==> config.mk <==
export PLATFORM = sky130hd
export DESIGN_NAME = segment_lcd_serial_frame_writer
export DESIGN_NICKNAME = d
export VERILOG_FILES = /design/src/hw/rtl/lcdw_pkg.sv /design/src/hw/rtl/lcdw_front.sv /design/src/hw/rtl/lcdw_job_queue.sv /design/src/hw/rtl/lcdw_back.sv /design/src/hw/rtl/segment_lcd_serial_frame_writer.sv
export SDC_FILE = /design/constraint.sdc
export NUM_CORES = 1
export LEC_CHECK = 0
export ABC_AREA = 1
export BUFFER_PORTS_ARGS = -buffer_cell sky130_fd_sc_hd__buf_2
export CAP_MARGIN = 20
export CELL_PAD_IN_SITES_DETAIL_PLACEMENT = 0
export CELL_PAD_IN_SITES_GLOBAL_PLACEMENT = 1
export CORE_AREA = 5 5 96 98
export CTS_CLUSTER_DIAMETER = 50
export CTS_CLUSTER_SIZE = 28
export DETAILED_ROUTE_END_ITERATION = 8
export DIE_AREA = 0 0 101 103
export PLACE_DENSITY_LB_ADDON = 0.08
export SLEW_MARGIN = 15
export SYNTH_ARGS = -nofsm -noshare
export SYNTH_HDL_FRONTEND = slang
export SYNTH_SLANG_ARGS = --single-unit
==> constraint.sdc <==
create_clock -name clk -period 3.9 [get_ports clk]
set_input_delay 0.39 -clock clk [delete_from_list [all_inputs] [get_ports clk]]
set_output_delay 0.39 -clock clk [all_outputs]
set_load 0.1 [all_outputs]
==> src/hw/rtl/lcdw_pkg.sv <==
// ----------------------------------------------------------------------------
// lcdw_pkg: shared types and codes for the segment-LCD serial frame writer
// Request codes, register indexes and the job record passed from front to back.
// ----------------------------------------------------------------------------
package lcdw_pkg;

  // request codes on func
  localparam logic [1:0] FUNC_CMD   = 2'd0;
  localparam logic [1:0] FUNC_OPEN  = 2'd1;
  localparam logic [1:0] FUNC_DATA  = 2'd2;
  localparam logic [1:0] FUNC_CLOSE = 2'd3;

  // configuration register indexes
  localparam logic REG_COMMAND_ID = 1'b0;
  localparam logic REG_WRITE_ID   = 1'b1;

  localparam int ID_W   = 3;
  localparam int ADDR_W = 6;
  localparam int BYTE_W = 8;

  localparam logic [ID_W-1:0] COMMAND_ID_RST = 3'd4;
  localparam logic [ID_W-1:0] WRITE_ID_RST   = 3'd5;

  // longest run of clocked bits in one job: id, command byte, zero bit
  localparam int WORD_W = ID_W + BYTE_W + 1;
  localparam int CNT_W  = $clog2(WORD_W + 1);

  // job queue between front and back
  localparam int QDEPTH = 4;
  localparam int QPTR_W = $clog2(QDEPTH);
  localparam int QCNT_W = $clog2(QDEPTH + 1);

  // one job: optional leading release, MSB-first bits, optional trailing release
  typedef struct packed {
    logic              rel_first;
    logic [WORD_W-1:0] word;
    logic [CNT_W-1:0]  nbits;
    logic              rel_last;
  } job_t;

endpackage

==> src/hw/rtl/lcdw_front.sv <==
// ----------------------------------------------------------------------------
// lcdw_front: request decoder
// Holds the id registers and the frame-open flag, turns each request into a
// job record and drops requests that give no result.
// ----------------------------------------------------------------------------
module lcdw_front
  import lcdw_pkg::*;
(
  input  logic             clk,
  input  logic             rst,
  input  logic             cfg_we,
  input  logic             cfg_addr,
  input  logic [ID_W-1:0]  cfg_data,
  input  logic             push,
  input  logic [1:0]       func,
  input  logic [BYTE_W-1:0] value,
  input  logic             q_full,
  output logic             q_wr,
  output job_t             q_job
);

  logic [ID_W-1:0] command_id;
  logic [ID_W-1:0] write_id;
  logic            frame_open;
  logic            frame_open_next;
  logic            accept;
  logic            has_result;
  logic [BYTE_W-1:0] value_rev;

  assign accept = push && !q_full;

  always_comb begin
    for (int i = 0; i < BYTE_W; i++) begin
      value_rev[i] = value[BYTE_W-1-i];
    end
  end

  always_comb begin
    q_job           = '0;
    has_result      = 1'b0;
    frame_open_next = frame_open;
    case (func)
      FUNC_CMD: begin
        q_job.rel_first = frame_open;
        q_job.word      = {command_id, value, 1'b0};
        q_job.nbits     = CNT_W'(WORD_W);
        q_job.rel_last  = 1'b1;
        has_result      = 1'b1;
        frame_open_next = 1'b0;
      end
      FUNC_OPEN: begin
        q_job.rel_first = frame_open;
        q_job.word      = {write_id, value[ADDR_W-1:0], {(WORD_W-ID_W-ADDR_W){1'b0}}};
        q_job.nbits     = CNT_W'(ID_W + ADDR_W);
        has_result      = 1'b1;
        frame_open_next = 1'b1;
      end
      FUNC_DATA: begin
        // data goes out LSB first: reverse so the back always shifts MSB first
        q_job.word  = {value_rev, {(WORD_W-BYTE_W){1'b0}}};
        q_job.nbits = CNT_W'(BYTE_W);
        has_result  = frame_open;
      end
      default: begin
        q_job.rel_first = 1'b1;
        has_result      = frame_open;
        frame_open_next = 1'b0;
      end
    endcase
  end

  assign q_wr = accept && has_result;

  always_ff @(posedge clk) begin
    if (rst) begin
      command_id <= COMMAND_ID_RST;
      write_id   <= WRITE_ID_RST;
      frame_open <= 1'b0;
    end else begin
      if (cfg_we) begin
        if (cfg_addr == REG_COMMAND_ID) begin
          command_id <= cfg_data;
        end else begin
          write_id <= cfg_data;
        end
      end
      if (accept) begin
        frame_open <= frame_open_next;
      end
    end
  end

  // stray data never reaches the back
  a_drop_data: assert property (@(posedge clk) disable iff (rst)
    (accept && func == FUNC_DATA && !frame_open) |-> !q_wr)
    else $error("data item queued with no frame open");

endmodule

==> src/hw/rtl/lcdw_job_queue.sv <==
// ----------------------------------------------------------------------------
// lcdw_job_queue: small job queue between request decoder and serializer
// Register-based queue, one write and one read per cycle; writes are held off while full and reads while empty.
// ----------------------------------------------------------------------------
module lcdw_job_queue
  import lcdw_pkg::*;
(
  input  logic clk,
  input  logic rst,
  input  logic wr,
  input  job_t wr_job,
  input  logic rd,
  output job_t rd_job,
  output logic full,
  output logic q_empty
);

  job_t              mem [QDEPTH];
  logic [QPTR_W-1:0] wptr;
  logic [QPTR_W-1:0] rptr;
  logic [QCNT_W-1:0] count;
  logic              do_wr;
  logic              do_rd;

  assign full    = (count == QCNT_W'(QDEPTH));
  assign q_empty = (count == '0);
  assign do_wr   = wr && !full;
  assign do_rd   = rd && !q_empty;
  assign rd_job  = mem[rptr];

  always_ff @(posedge clk) begin
    if (do_wr) begin
      mem[wptr] <= wr_job;
    end
  end

  always_ff @(posedge clk) begin
    if (rst) begin
      wptr  <= '0;
      rptr  <= '0;
      count <= '0;
    end else begin
      if (do_wr) begin
        wptr <= wptr + 1'b1;
      end
      if (do_rd) begin
        rptr <= rptr + 1'b1;
      end
      if (do_wr && !do_rd) begin
        count <= count + 1'b1;
      end else if (do_rd && !do_wr) begin
        count <= count - 1'b1;
      end
    end
  end

  a_no_overflow: assert property (@(posedge clk) disable iff (rst)
    !(wr && full))
    else $error("job queue written while full");

  a_count_range: assert property (@(posedge clk) disable iff (rst)
    count <= QCNT_W'(QDEPTH))
    else $error("job queue count out of range");

endmodule

==> src/hw/rtl/lcdw_back.sv <==
// ----------------------------------------------------------------------------
// lcdw_back: serializer
// Takes one job at a time and emits one result per cycle into an output
// register that is read as a queue head, while that register is empty or popped.
// ----------------------------------------------------------------------------
module lcdw_back
  import lcdw_pkg::*;
(
  input  logic clk,
  input  logic rst,
  input  job_t q_job,
  input  logic q_empty,
  output logic q_rd,
  input  logic pop,
  output logic empty,
  output logic kind,
  output logic data_bit,
  output logic last
);

  logic              busy;
  logic              rel_first;
  logic [WORD_W-1:0] word;
  logic [CNT_W-1:0]  cnt;
  logic              rel_last;

  logic out_valid;
  logic advance;
  logic emit;
  logic e_kind;
  logic e_bit;
  logic e_last;

  assign advance = !out_valid || pop;
  assign emit    = busy && advance;
  assign empty   = !out_valid;

  // next result from the current job
  always_comb begin
    if (rel_first) begin
      e_kind = 1'b1;
      e_bit  = 1'b0;
      e_last = (cnt == '0) && !rel_last;
    end else if (cnt != '0) begin
      e_kind = 1'b0;
      e_bit  = word[WORD_W-1];
      e_last = (cnt == CNT_W'(1)) && !rel_last;
    end else begin
      e_kind = 1'b1;
      e_bit  = 1'b0;
      e_last = 1'b1;
    end
  end

  // load a new job when idle or as the current one gives its last result
  assign q_rd = (!busy || (emit && e_last)) && !q_empty;

  always_ff @(posedge clk) begin
    if (q_rd) begin
      rel_first <= q_job.rel_first;
      word      <= q_job.word;
      cnt       <= q_job.nbits;
      rel_last  <= q_job.rel_last;
    end else if (emit) begin
      if (rel_first) begin
        rel_first <= 1'b0;
      end else if (cnt != '0) begin
        word <= {word[WORD_W-2:0], 1'b0};
        cnt  <= cnt - 1'b1;
      end else begin
        rel_last <= 1'b0;
      end
    end
  end

  always_ff @(posedge clk) begin
    if (emit) begin
      kind     <= e_kind;
      data_bit <= e_bit;
      last     <= e_last;
    end
  end

  always_ff @(posedge clk) begin
    if (rst) begin
      busy      <= 1'b0;
      out_valid <= 1'b0;
    end else begin
      if (q_rd) begin
        busy <= 1'b1;
      end else if (emit && e_last) begin
        busy <= 1'b0;
      end
      if (advance) begin
        out_valid <= emit;
      end
    end
  end

  a_busy_has_work: assert property (@(posedge clk) disable iff (rst)
    busy |-> (rel_first || cnt != '0 || rel_last))
    else $error("serializer busy with an empty job");

  a_cnt_range: assert property (@(posedge clk) disable iff (rst)
    busy |-> cnt <= CNT_W'(WORD_W))
    else $error("serializer bit count out of range");

  a_release_zero: assert property (@(posedge clk) disable iff (rst)
    (out_valid && kind) |-> !data_bit)
    else $error("release result with data bit set");

endmodule

==> src/hw/rtl/segment_lcd_serial_frame_writer.sv <==
// ----------------------------------------------------------------------------
// segment_lcd_serial_frame_writer: three-wire segment-LCD write serializer
// An accepted item goes through the job queue and the serializer's job registers
// to the output register on the result ports. One result per cycle while that
// register is empty or popped, up to 14 per item; the one-bit shift sets the rate.
// A four-job queue lets requests enter while earlier frames still shift out.
// Reset (rst, synchronous): ids back to 4 and 5, no frame open, queues empty.
// ----------------------------------------------------------------------------
module segment_lcd_serial_frame_writer
  import lcdw_pkg::*;
(
  input  logic              clk,
  input  logic              rst,
  input  logic              cfg_we,
  input  logic              cfg_addr,
  input  logic [ID_W-1:0]   cfg_data,
  input  logic              push,
  output logic              full,
  input  logic [1:0]        func,
  input  logic [BYTE_W-1:0] value,
  output logic              empty,
  input  logic              pop,
  output logic              kind,
  output logic              data_bit,
  output logic              last
);

  logic q_wr;
  logic q_rd;
  logic q_empty;
  job_t wr_job;
  job_t rd_job;

  lcdw_front u_front (
    .clk      (clk),
    .rst      (rst),
    .cfg_we   (cfg_we),
    .cfg_addr (cfg_addr),
    .cfg_data (cfg_data),
    .push     (push),
    .func     (func),
    .value    (value),
    .q_full   (full),
    .q_wr     (q_wr),
    .q_job    (wr_job)
  );

  lcdw_job_queue u_queue (
    .clk     (clk),
    .rst     (rst),
    .wr      (q_wr),
    .wr_job  (wr_job),
    .rd      (q_rd),
    .rd_job  (rd_job),
    .full    (full),
    .q_empty (q_empty)
  );

  lcdw_back u_back (
    .clk      (clk),
    .rst      (rst),
    .q_job    (rd_job),
    .q_empty  (q_empty),
    .q_rd     (q_rd),
    .pop      (pop),
    .empty    (empty),
    .kind     (kind),
    .data_bit (data_bit),
    .last     (last)
  );

endmodule

=== Word level (Yosys, flattened, before mapping) ===
Memory sizes are Yosys's and may differ from the RTL's. A register that Yosys moved wholly into a read port is not among the register bits.
Cells that the tools add are included.

* Register bits after elaboration: 37
* Bits in writable memories: 72
* Bits of input ports: 19
* Output and inout port bits: 5
* Logic and storage cells: 95
* Memories: 1

* Add/subtract/negate cells: 5
* Equality and inequality tests: 6
* Mux-type cells: 30
* Bitwise gates (word level): 3
* Reductions and logical operators: 35

{| class="wikitable"
|+ Memories
! memory !! depth !! bits a word !! read ports !! clocked after memory_dff !! write ports !! line !! source
|-
| u_queue.mem || 4 || 18 || 1 || 1 || 1 || lcdw_job_queue.sv:18 || <nowiki>job_t mem [QDEPTH];</nowiki>
|}

{| class="wikitable"
|+ Operators by type and width
! operator !! number
|-
| $mux 12 || 4
|-
| $pmux 16 s3 || 1
|-
| $mux 4 || 4
|-
| $mux 1 || 15
|-
| $logic_and 1x1->1 || 11
|-
| $reduce_bool 2->1 || 4
|-
| $logic_not 1->1 || 7
|-
| $mux 3 || 2
|-
| $reduce_and 2->1 || 3
|-
| $reduce_and 3->1 || 2
|-
| $add 2x1->2 const B || 2
|-
| $eq 4x1->1 const B || 1
|-
| $logic_not 4->1 || 1
|-
| $mux 2 || 2
|-
| $ne 2x2->1 const B || 2
|-
| $pmux 1 s2 || 2
|-
| $reduce_bool 4->1 || 1
|-
| $reduce_or 2->1 || 2
|-
| $sub 4x1->4 const B || 1
|-
| $add 3x1->3 const B || 1
|-
| $eq 3x3->1 const B || 1
|-
| $logic_not 3->1 || 1
|-
| $not 1->1 || 3
|-
| $sub 3x1->3 const B || 1
|-
| other kinds (4) || 5
|}

=== Depth between registers and ports, before layout ===
* Depth after elaboration: 11
* Depth in mapped cells: 14
* Gate-level depth less buffers: 13

=== Cells and area by module ===
A second synthesis with hierarchy kept.

* Cells, all modules: 444
* Area total of the unflattened synthesis: 4855.9 µm²

{| class="wikitable"
|+ Modules (own cells, without submodules)
! module !! times used !! cells an instance !! area an instance (µm²) !! sequential area each (µm²)
|-
| lcdw_job_queue || 1 || 244 || 3203.1 || 2342.2
|-
| lcdw_back || 1 || 116 || 1136.1 || 670.6
|-
| lcdw_front || 1 || 84 || 516.7 || 140.1
|}

=== Least setup slack after synthesis ===
Ideal clock, no wire load.

* Path kind: register -> register
* From: reg u_queue.count[2]
* To: reg u_queue.count[2]
* Library setup time: 0.121 ns
* Data arrival time: 3.042 ns
* Data required time: 3.779 ns
* Setup slack: 0.737 ns
* Cell stages (with the launch flop): 11
* Buffers on the path: 0
* Clock period less this slack: 3.163 ns
* Cell sequence: dfxtp_1 > inv_1 > nor3_2 > nor2_1 > o21ai_2 > inv_2 > ha_1 > fa_1 > o21a_1 > o21ai_0 > a21oi_1

* Cells in the longest elaborated chain, start to end: 8
* Elaborated cells on any way between the ends: 18
* Those cells by class: add/sub (2); eq/ne (1); mux (2); reduce/logical (13)

{| class="wikitable"
|+ RTL lines
! what !! line !! source
|-
| start, declared || lcdw_job_queue.sv:21 || <nowiki>logic [QCNT_W-1:0] count;</nowiki>
|-
| start signal, assigned || lcdw_job_queue.sv:50 || <nowiki>count <= count + 1'b1;</nowiki>
|-
| start signal, assigned || lcdw_job_queue.sv:52 || <nowiki>count <= count - 1'b1;</nowiki>
|-
| $eq 3x3->1 * || lcdw_job_queue.sv:25 || <nowiki>assign full = (count == QCNT_W'(QDEPTH));</nowiki>
|-
| net full || segment_lcd_serial_frame_writer.sv:18 || <nowiki>output logic full,</nowiki>
|-
| $logic_not 1->1 * || lcdw_front.sv:30, lcdw_job_queue.sv:27 ||
|-
| $logic_and 1x1->1 || lcdw_front.sv:30 || <nowiki>assign accept = push && !q_full;</nowiki>
|-
| $logic_and 1x1->1 || lcdw_front.sv:72 || <nowiki>assign q_wr = accept && has_result;</nowiki>
|-
| $logic_and 1x1->1 * || lcdw_job_queue.sv:27 || <nowiki>assign do_wr = wr && !full;</nowiki>
|-
| net u_queue.do_wr || lcdw_job_queue.sv:22 || <nowiki>logic do_wr;</nowiki>
|-
| $logic_not 1->1 || lcdw_job_queue.sv:51 || <nowiki>end else if (do_rd && !do_wr) begin</nowiki>
|-
| $logic_and 1x1->1 || lcdw_job_queue.sv:51 ||
|-
| $reduce_bool 2->1 (no source line) || - ||
|}

Mark *: on every way through the listed nets, which the timed path passes. The rest lies on a longest branch. The select of a mux whose other input is x is not followed.
A chain may end at the register's enable or synchronous reset.

=== Final worst setup path ===
* From: reg u_back.cnt[0]
* To: reg u_queue.count[2]

* Cells in the longest elaborated chain, start to end: 11
* Elaborated cells on any way between the ends: 16
* Those cells by class: eq/ne (1); mux (3); reduce/logical (12)

{| class="wikitable"
|+ RTL lines
! what !! line !! source
|-
| start, declared || lcdw_back.sv:24 || <nowiki>logic [CNT_W-1:0] cnt;</nowiki>
|-
| start signal, assigned || lcdw_back.sv:62 || <nowiki>cnt <= q_job.nbits;</nowiki>
|-
| start signal, assigned || lcdw_back.sv:69 || <nowiki>cnt <= cnt - 1'b1;</nowiki>
|-
| $eq 4x1->1 || lcdw_back.sv:47 || <nowiki>e_last = (cnt == CNT_W'(1)) && !rel_last;</nowiki>
|-
| $logic_and 1x1->1 || lcdw_back.sv:47 ||
|-
| $mux 1 || lcdw_back.sv:44 || <nowiki>end else if (cnt != '0) begin</nowiki>
|-
| $mux 1 * || lcdw_back.sv:40 || <nowiki>if (rel_first) begin</nowiki>
|-
| $logic_and 1x1->1 * || lcdw_back.sv:56 || <nowiki>assign q_rd = (!busy || (emit && e_last)) && !q_empty;</nowiki>
|-
| $logic_or 1x1->1 * || lcdw_back.sv:56 ||
|-
| $logic_and 1x1->1 * || lcdw_back.sv:56 ||
|-
| $logic_and 1x1->1 * || lcdw_job_queue.sv:28 || <nowiki>assign do_rd = rd && !q_empty;</nowiki>
|-
| $logic_not 1->1 || lcdw_job_queue.sv:49 || <nowiki>if (do_wr && !do_rd) begin</nowiki>
|-
| $logic_and 1x1->1 || lcdw_job_queue.sv:49 ||
|-
| $mux 3 or $reduce_bool 2->1 (tied branches) || - ||
|}

Mark *: on every way between the ends. The rest lies on a longest branch, timed or not.

==> results.sh <==
export IMPL_outcome="finished, final reports clean"
export IMPL_cts_buffer_depth=2
export IMPL_antenna_found_initial=0
export IMPL_die_x_um=101
export IMPL_fin_crit_sh_pct=63.7
export IMPL_place_congestion=0.772
export IMPL_slowest_stage="edfxtp_1"
export IMPL_io_pins=24
export IMPL_hold_buffers=0
export IMPL_synth_top_cell_by_area="edfxtp_1"
export IMPL_die_y_um=103
export IMPL_grt_pass1_wl_um=12900
export IMPL_grt_use_total_pct=16.6
export IMPL_avgSynthCellArea_um2=10.8
export IMPL_cts_root_buf="clkbuf_8"
export IMPL_viasPerCell=5.10
export IMPL_synthTopCellsByCount="edfxtp_1 (80), nand2_1 (73), nor2_1 (59)"
export IMPL_post_synth_top_count_cell="edfxtp_1"
export IMPL_path_clk_slew_ns=0.09
export IMPL_final_layout_size_suffix_gt1_share_pct=13.0
export IMPL_cp_start_kind="flop"
export IMPL_routed_wl_um=7820
export IMPL_max_slew_margin_rel_pct=39.8
export IMPL_fill_cells=745
export IMPL_crit_arrival_ns=2.79
export IMPL_max_stage_delay_ns=0.42
export IMPL_nets=439
export IMPL_slew_viol_final=0
export IMPL_core_um2=8380
export IMPL_endpoint_kind="flop"
export IMPL_worst_pin_slew_ns=0.902
export IMPL_ys_seq_elements=98
export IMPL_htreeDepth=3
export IMPL_cts_sinks=98
export IMPL_hold_ws_ns=0.244
export IMPL_cts_setup_buffers=0
export IMPL_io_buffers=23
export IMPL_setup_ws_ns=1.42
export IMPL_cts_buffers=9
export IMPL_place_ws_ns=1.40
export IMPL_fin_tns_setup_ns=0
export IMPL_regArea_um2=2760
export IMPL_dr_pass1_iters=4
export IMPL_diodes=0
export IMPL_grt_max_degree=32
export IMPL_yosysTopAreaCellShare_pct=57.8
export IMPL_yosysWarnings=0
export IMPL_drc=0
export IMPL_start_util_pct=49.6
export IMPL_min_path_type="in -> reg"
export IMPL_path_buf_inv=1
export IMPL_synthArstFlopShare_pct=0
export IMPL_peakVddDrop_uv=315
export IMPL_yosys_top_cells_area="edfxtp_1 (58%), dfxtp_1 (8.7%), nand2_1 (6.6%)"
export IMPL_clock_skew_ns=0.0127
export IMPL_grt_overflow=0
export IMPL_worstSetupPathType="reg -> reg"
export IMPL_syn_area_um2=4160
export IMPL_setup_viol=0
export IMPL_clk_insertion_delay_late_ns=0.37
export IMPL_ys_flop_type="edfxtp_1"
export IMPL_dp_hpwl_um=5330
export IMPL_via_count=2674
export IMPL_rows=34
export IMPL_grt_pass1_vias=2527
export IMPL_syn2layout_area_growth_pct=10.1
export IMPL_hold_viol=0
export IMPL_drtAntennaViolNets=0
export IMPL_syn_inst=385
export IMPL_wire_per_inst_um=14.9
export IMPL_p_leak_nw=1.80
export IMPL_period_needed_ns=2.48
export IMPL_synth_cell_type_count=29
export IMPL_drv_cap=0
export IMPL_seq_area_frac_synth_pct=66.5
export IMPL_critical_path_required_ns=4.20
export IMPL_synth_nets=413
export IMPL_worstPathMaxFanout=22
export IMPL_path_cells="inv_1 -> ha_1 -> nand2_1 -> nand2_1 -> nand3_2 -> nand2_2 -> nand2_4 -> ha_1 -> fa_1 -> a21oi_1 -> o21a_1 -> o21ai_0 -> a21oi_1"
export IMPL_fp_dieArea_um2=10400
export IMPL_drt_iter0_drc=131
export IMPL_rsz0062_at_grt="no"
export IMPL_p_per_area_nw_per_um2=714
export IMPL_synth_edf_count=80
export IMPL_multi_input_area_um2=1170
export IMPL_cts_tree="done"
export IMPL_cts_resized=0
export IMPL_clock_fmax_ghz=0.403
export IMPL_cpLargestDelayFamily="adder cells"
==> logic make-up after synthesis <==
family                   Yosys count  share of synthesized area [%]
AND/OR/NAND/NOR                  143                           13.8
flip-flops                        98                           66.5
AO/OA/AOI/OAI                     79                           11.1
buffers and inverters             54                           5.36
adder cells (fa/ha/maj)            9                           2.89
XOR/XNOR                           2                          0.422
==> layout make-up <==
type | instances | area share, %
Clock buffer | 12 | 3.88
Inverter | 42 | 3.47
Multi-Input combinational cell | 233 | 25.7
Sequential cell | 98 | 60.4
Clock inverter | 4 | 0.465
Tap cell | 108 | 2.95
Timing Repair Buffer | 27 | 3.17
==> report_power, final <==
group / switching [mW] / internal (mW) / total (mW)
combinational: 0.798 / 0.316 / 1.11
clock: 0.333 / 0.307 / 0.640
sequential: 0.0952 / 1.42 / 1.51
==> worst min-delay path, stage by stage <==
cell	delay, ns
buf_2	0.09
nand2_1	0.05
nand3_1	0.05
==> routing by layer <==
metal / wire, um / vias to the layer above / GRT usage [%]
met5: 0 / - / 0
met4: 163 / 0 / 7.06
met3: 333 / 13 / 2.77
met2: 3850 / 59 / 27.5
met1: 3470 / 1242 / 21.9
li1: - / 1360 / -
==> registers in the layout (all words and copies together), names as in the netlist, named ones only <==
| name | cells |
|---|---|
| u_queue.mem | 60 |
| u_back.word | 11 |
| u_back.cnt | 4 |
| u_front.command_id | 3 |
| u_front.write_id | 3 |
| u_queue.count | 3 |
| u_queue.rptr | 2 |
| u_queue.wptr | 2 |
| u_back.busy | 1 |
| u_back.data_bit | 1 |
| u_back.kind | 1 |
| u_back.last | 1 |
| u_back.out_valid | 1 |
| u_back.rel_first | 1 |
| u_back.rel_last | 1 |
| u_front.frame_open | 1 |
==> stage by stage <==
stage	power, mW	cell area (um2)	instances	util, %
final	3.27	4580	524	54.6
after global routing	3.53	4580	524	54.6
after CTS	3.31	4580	524	54.6
after detailed placement	2.67	4380	508	52.2
after global placement	2.66	4380	508	52.2
after floorplan	2.43	4160	385	-
==> cells in the final DEF (no fill, tap or decap), types with 2 or more instances in the layout <==
master / n
a21oi_1: 14
buf_2: 23
buf_4: 4
clkbuf_16: 2
clkbuf_8: 9
clkinv_2: 4
dfxtp_1: 18
edfxtp_1: 80
ha_1: 8
inv_1: 40
nand2_1: 73
nand3_1: 5
nor2_1: 57
nor2_2: 2
nor3_2: 2
o211ai_1: 3
o21ai_0: 37
o21ai_2: 2
o221ai_1: 3
o22ai_1: 15
xor2_1: 2
==> worst paths after layout <==
check                             start               endpoint  slack, ns  cells past startpoint
setup reg to reg          u_back.cnt[0]       u_queue.count[2]       1.42                     13
hold / removal              cfg_data[0]    u_front.write_id[0]       0.24                      3
hold reg to reg   u_front.command_id[2]  u_front.command_id[2]       0.46                      2
setup / recovery          u_back.cnt[0]       u_queue.count[2]       1.42                     13
(Power assumes the default switching activity.)
